<file path="config.mk">
export PLATFORM = sky130hd
export DESIGN_NAME = msb_ctrl
export DESIGN_NICKNAME = d
export VERILOG_FILES = /design/src/hw/rtl/assert_macros.svh /design/src/hw/rtl/msb_pkg.sv /design/src/hw/rtl/msb_ctrl.sv
export SDC_FILE = /design/constraint.sdc
export NUM_CORES = 1
export LEC_CHECK = 0
export BUFFER_PORTS_ARGS = -buffer_cell sky130_fd_sc_hd__clkbuf_2
export CAP_MARGIN = 20
export CORE_AREA = 2 2 39 41
export DETAILED_ROUTE_END_ITERATION = 10
export DIE_AREA = 0 0 41 43
export GPL_TIMING_DRIVEN = 0
export PLACE_DENSITY = 0.5
export SYNTH_ARGS = -nofsm -noshare
export SYNTH_HDL_FRONTEND = slang
export SYNTH_SLANG_ARGS = --single-unit
export TNS_END_PERCENT = 10
</file>
<file path="constraint.sdc">
create_clock -name clk -period 2.15 [get_ports clk]
set_clock_uncertainty 0.05 [all_clocks]
set_input_delay 0.1075 -clock clk [delete_from_list [all_inputs] [get_ports clk]]
set_output_delay 0.1075 -clock clk [all_outputs]
set_load 0.02 [all_outputs]
</file>
<file path="src/hw/rtl/assert_macros.svh">
// ----------------------------------------------------------------------------
// Assertion macros
// Concurrent assertion helpers, compiled out when NO_ASSERTIONS is set.
// ----------------------------------------------------------------------------
`ifndef ASSERT_MACROS_SVH
`define ASSERT_MACROS_SVH

`ifndef NO_ASSERTIONS

// property holds at every clock edge outside reset
`define ASSERT_ALWAYS(lbl, clk, rst, prop, msg) \
  lbl: assert property (@(posedge clk) disable iff (rst) (prop)) else $error(msg);

// consequent holds in the cycle after the antecedent
`define ASSERT_NEXT(lbl, clk, rst, ante, cons, msg) \
  lbl: assert property (@(posedge clk) disable iff (rst) (ante) |=> (cons)) else $error(msg);

`else

`define ASSERT_ALWAYS(lbl, clk, rst, prop, msg)
`define ASSERT_NEXT(lbl, clk, rst, ante, cons, msg)

`endif

`endif

</file>
<file path="src/hw/rtl/msb_pkg.sv">
// ----------------------------------------------------------------------------
// msb_pkg
// Shared codes and controller/datapath interface types for the blitter.
// ----------------------------------------------------------------------------
`timescale 1ns / 1ps
`default_nettype none

package msb_pkg;

  // command opcodes
  localparam logic [1:0] OP_CLEAR = 2'd0;
  localparam logic [1:0] OP_DRAW  = 2'd1;
  localparam logic [1:0] OP_READ  = 2'd2;

  // configuration register indexes
  localparam logic [1:0] CFG_FB_WIDTH  = 2'd0;
  localparam logic [1:0] CFG_FB_HEIGHT = 2'd1;

  // controller -> datapath
  typedef struct packed {
    logic load;      // capture input beat, clear counters
    logic mul;       // register row base / pixel total product
    logic clr_step;  // write one clear pixel
    logic drw_step;  // test and write one sprite column
    logic rd;        // read one pixel
    logic res_load;  // load result register
  } msb_cmd_t;

  // datapath -> controller
  typedef struct packed {
    logic [1:0] op;
    logic       total_zero;  // buffer has no pixels in use
    logic       draw_go;     // row inside sprite and buffer, nonzero width
    logic       read_go;     // read pixel inside buffer
    logic       clr_last;    // current clear pixel is the last one
    logic       drw_last;    // current sprite column is the last one
    logic       out_busy;    // result register full and stalled
  } msb_stat_t;

endpackage

`default_nettype wire

</file>
<file path="src/hw/rtl/msb_ctrl.sv">
// ----------------------------------------------------------------------------
// msb_ctrl
// Command sequencer: accepts one command, steps the datapath, posts result.
// ----------------------------------------------------------------------------
`timescale 1ns / 1ps
`default_nettype none

module msb_ctrl
  import msb_pkg::*;
(
  input  wire logic      clk,
  input  wire logic      rst,
  input  wire logic      in_valid,
  output logic           in_stall,
  input  wire msb_stat_t stat,
  output msb_cmd_t       cmd
);

  typedef enum logic [2:0] {
    S_IDLE,
    S_SETUP,
    S_CLEAR,
    S_DRAW,
    S_READ,
    S_DONE
  } state_t;

  state_t state;
  state_t state_next;

  // state register
  always_ff @(posedge clk) begin
    if (rst) begin
      state <= S_IDLE;
    end else begin
      state <= state_next;
    end
  end

  assign in_stall = (state != S_IDLE);

  // next state and command decode
  always_comb begin
    state_next = state;
    cmd        = '0;
    unique case (state)
      S_IDLE: begin
        if (in_valid) begin
          cmd.load   = 1'b1;
          state_next = S_SETUP;
        end
      end
      S_SETUP: begin
        cmd.mul = 1'b1;
        case (stat.op)
          OP_CLEAR: state_next = stat.total_zero ? S_DONE : S_CLEAR;
          OP_DRAW:  state_next = stat.draw_go ? S_DRAW : S_DONE;
          OP_READ:  state_next = stat.read_go ? S_READ : S_DONE;
          default:  state_next = S_DONE;
        endcase
      end
      S_CLEAR: begin
        cmd.clr_step = 1'b1;
        if (stat.clr_last) begin
          state_next = S_DONE;
        end
      end
      S_DRAW: begin
        cmd.drw_step = 1'b1;
        if (stat.drw_last) begin
          state_next = S_DONE;
        end
      end
      S_READ: begin
        cmd.rd     = 1'b1;
        state_next = S_DONE;
      end
      S_DONE: begin
        if (!stat.out_busy) begin
          cmd.res_load = 1'b1;
          state_next   = S_IDLE;
        end
      end
      default: state_next = S_IDLE;
    endcase
  end

endmodule

`default_nettype wire

</file>
==> metrics.md <==
| Metric | Value |
|---|---|
| #FFs+latches synth | 3 |
| Met2 global-route usage | 0.131 |
| Crit path arrival time | ~1.4 ns |
| Worst setup EP type | output port |
| Multi-input logic area | roughly 210 µm² |
| Fraction of final layout cells with drive strength greater than 1 | 0.407 |
| Flop2flop setup slack | approximately 0.8 ns |
| Number of cell rows | 14 |
| Most frequent standard cell in the layout excluding fill and tap cells | sky130_fd_sc_hd__clkbuf_2 |
| Initial core utilization | 0.212 |
| Biggest regs | state (3) |
| Length in cells of the worst reg-to-reg path | 3 |
| Filler instances | between 150 and 200 |
| Start of the worst register-to-register path | state[1]$_SDFFE_PP0P_ |
| Required time at the worst-slack endpoint | around 2.0 ns |
| Cell count after synthesis | 38 |
| Maximum buffer depth of the clock tree | 2 |
| Post-Syn Area | around 290 µm² |
| Worst Hold Launch | rst |
| Dominant cells by area after synthesis | sky130_fd_sc_hd__dfxtp_1, sky130_fd_sc_hd__nor3b_1, sky130_fd_sc_hd__nor2b_1 |
| Most used cells in the layout excluding fill and tap cells | sky130_fd_sc_hd__clkbuf_2, sky130_fd_sc_hd__nor3b_1, sky130_fd_sc_hd__nor2b_1 |
| Fmax achieved | about 660 MHz |
| Max-cap check violation count | 0 |
| Endpoint of the worst-slack reg-to-reg timing path | state[2]$_SDFFE_PP0P_ |
| Antenna cells | 0 |
| Hold Path Class | primary input to register |
| Met1 Usage GRT | 0.100 |
| Sink Count | 3 |
| Cell taking the most area after synthesis | sky130_fd_sc_hd__dfxtp_1 |
| Final Max Tran Viols | 0 |
| Final Net Count | 71 |
| Synth top area share | 0.205 |
| Half-perimeter wire length after placement | a little under 600 µm |
| Core Box Area | between 1000 and 1500 µm² |
| Warnings, synthesis | 0 |
| Largest Register | state |
| Minimum period implied by the final worst setup slack | around 1.5 ns |
| DR vias | approximately 340 |
| Pre-CTS setup slack | roughly 0.79 ns |
| Root buffer selected by CTS | sky130_fd_sc_hd__clkbuf_4 |
| Number of antenna violations at the first check in global routing | 0 |
| Relative slew slack | 0.765 |
| Setup TNS | 0 ns |
| Most heavily used metal layer in global routing | met2 |
| Net Count, Synth | just under 50 |
| Cell with the largest stage delay on the worst path | sky130_fd_sc_hd__or3_4 |
| CTS tree | yes |
| Total Routed Length | approximately 750 µm |
| Number of gates resized after CTS | 0 |
| Leakage component of the power | 0.199 nW |
| Result of the run | completed |
| Die height | 43 µm |
| CTS buffer count | 3 |
| Pin count of the biggest net entering global routing | 11 |
| TritonRoute pass-1 iters | 4 |
| Flip-flop count of the largest register, all copies and words added | 3 |
| Crit path cell chain | buf_2, or3_4, nor2_1, clkbuf_2 |
| Post-route DRC | 0 |
| Slew of the pin with the lowest slew margin | around 0.35 ns |
| Worst slack on hold paths | 0.00648 ns |
| Last weighted congestion value of the routability-driven placer | between 0.7 and 0.8 |
| CTS hold repair buffers | 0 |
| Synth-to-layout area growth | 44.9% |
| Clock latency of the later-clocked register in the worst-skew pair | between 0.2 and 0.25 ns |
| Count of placed standard cells including taps | 71 |
| Highest net fanout along the worst path | 10 |
| Placement-stage cell area | approximately 400 µm² |
| Layout Cell Area excl Fill | around 420 µm² |
| Post-layout worst setup margin | 0.635 ns |
| Fin. Hold Viols | 0 |
| Hold Path Cell Cnt | 2 |
| DRT antenna net count | 0 |
| Setup repair after global routing missed its margin | false |
| Fraction of synthesis flops using an asynchronous set or reset pin | 0 |
| Global-route usage over all layers | 0.0946 |
| Critical Path Source Type | register |
| Die Area | about 1800 µm² |
| Per-instance average area after synthesis | 7.70 µm² |
| EDFF count, synth | 0 |
| Power Total | between 0.2 and 0.3 mW |
| Setup Fix Bufs, Post-CTS | 0 |
| Worst-path clk slew | about 0.04 ns |
| Library cells used by synthesis | 23 |
| Highest ir drop seen on vdd | approximately 0.21 mV |
| CTS H-Tree Depth | 1 |
| Power density over cell area | ~670 nW/µm² |
| Sequential cell area | approximately 60 µm² |
| I/O pin count | 18 |
| Final cycle utilization of the critical path | 0.705 |
| Mean number of vias per cell | ~4.6 |
| Average routed wire per standard cell | roughly 10 µm |
| Capture endpoint of the worst hold path | state[1]$_SDFFE_PP0P_ |
| Port Buffer Count | 17 |
| Die outline width | around 41 µm |
| Wire length of the first global-routing pass | between 1000 and 1500 µm |
| Initial drt markers | 5 |
| Via count of the first global-routing pass | about 290 |
| Sequential fraction of the synthesis area | 0.205 |
| Count of non-filler cells in the finished layout | 75 |
| Most frequently used flop master after synthesis | sky130_fd_sc_hd__dfxtp_1 |
| Share of the core filled with cells in the final layout | 0.307 |
| Finish-stage setup viols | 0 |
| GR Util met3 | 0.0314 |
| Delay of the slowest critical-path stage | approximately 0.40 ns |
| Critical path start-end classification | register to output port |
| Overall overflow remaining after global route | 0 |
==> final cells by class <==
type / instances / area share
Buffer: 3 / 0.0324
Sequential cell: 3 / 0.142
Multi-Input combinational cell: 29 / 0.490
Timing Repair Buffer: 17 / 0.201
Inverter: 3 / 0.0265
Clock buffer: 4 / 0.0619
Tap cell: 16 / 0.0472
==> cells in the mapped netlist (all sizes together) (2+ instances only) <==
| cell type | n |
|---|---|
| buf | 2 |
| o21ai | 2 |
| dfxtp | 3 |
| inv | 3 |
| nor3b | 5 |
| nor2b | 4 |
| nor2 | 3 |
==> layer usage <==
metal  up-vias  wire length (µm)  part of all wire
met4         0                15             0.020
met1       146               349              0.47
met2        12               331              0.44
met3         2                52             0.070
li1        182                 -                 -
met5         -                 0                 0
==> worst max-delay path by stage <==
stage	startpoint	to	cells past startpoint
after floorplan	state[0]$_SDFFE_PP0P_	state[2]$_SDFFE_PP0P_	4
after global placement	state[1]$_SDFFE_PP0P_	state[0]$_SDFFE_PP0P_	4
after detailed placement	state[1]$_SDFFE_PP0P_	state[2]$_SDFFE_PP0P_	3
after CTS	state[0]$_SDFFE_PP0P_	cmd[5]	4
after global routing	state[0]$_SDFFE_PP0P_	cmd[5]	4
final	state[0]$_SDFFE_PP0P_	cmd[5]	4
==> report_power, final <==
group / switching, mW / internal, mW
combinational: 0.0641 / 0.0518
clock: 0.0323 / 0.0698
sequential: 0.00283 / 0.0626
total: 0.0992 / 0.184
==> critical path, delay by kind of cell (launching register included) <==
| family | cells | cell delay [ns] |
|---|---|---|
| flops | 1 | 0.29 |
| buf+inv | 2 | 0.34 |
| simple gates | 2 | 0.49 |
==> cell families after synthesis <==
family / after synthesis / share of synthesized area
and+or+nand+nor: 19 / 0.427
AOI/OAI and AO/OA: 8 / 0.209
buffers and inverters: 6 / 0.0855
DFF: 3 / 0.205
muxes: 2 / 0.0726
(Power assumes the default switching activity.)
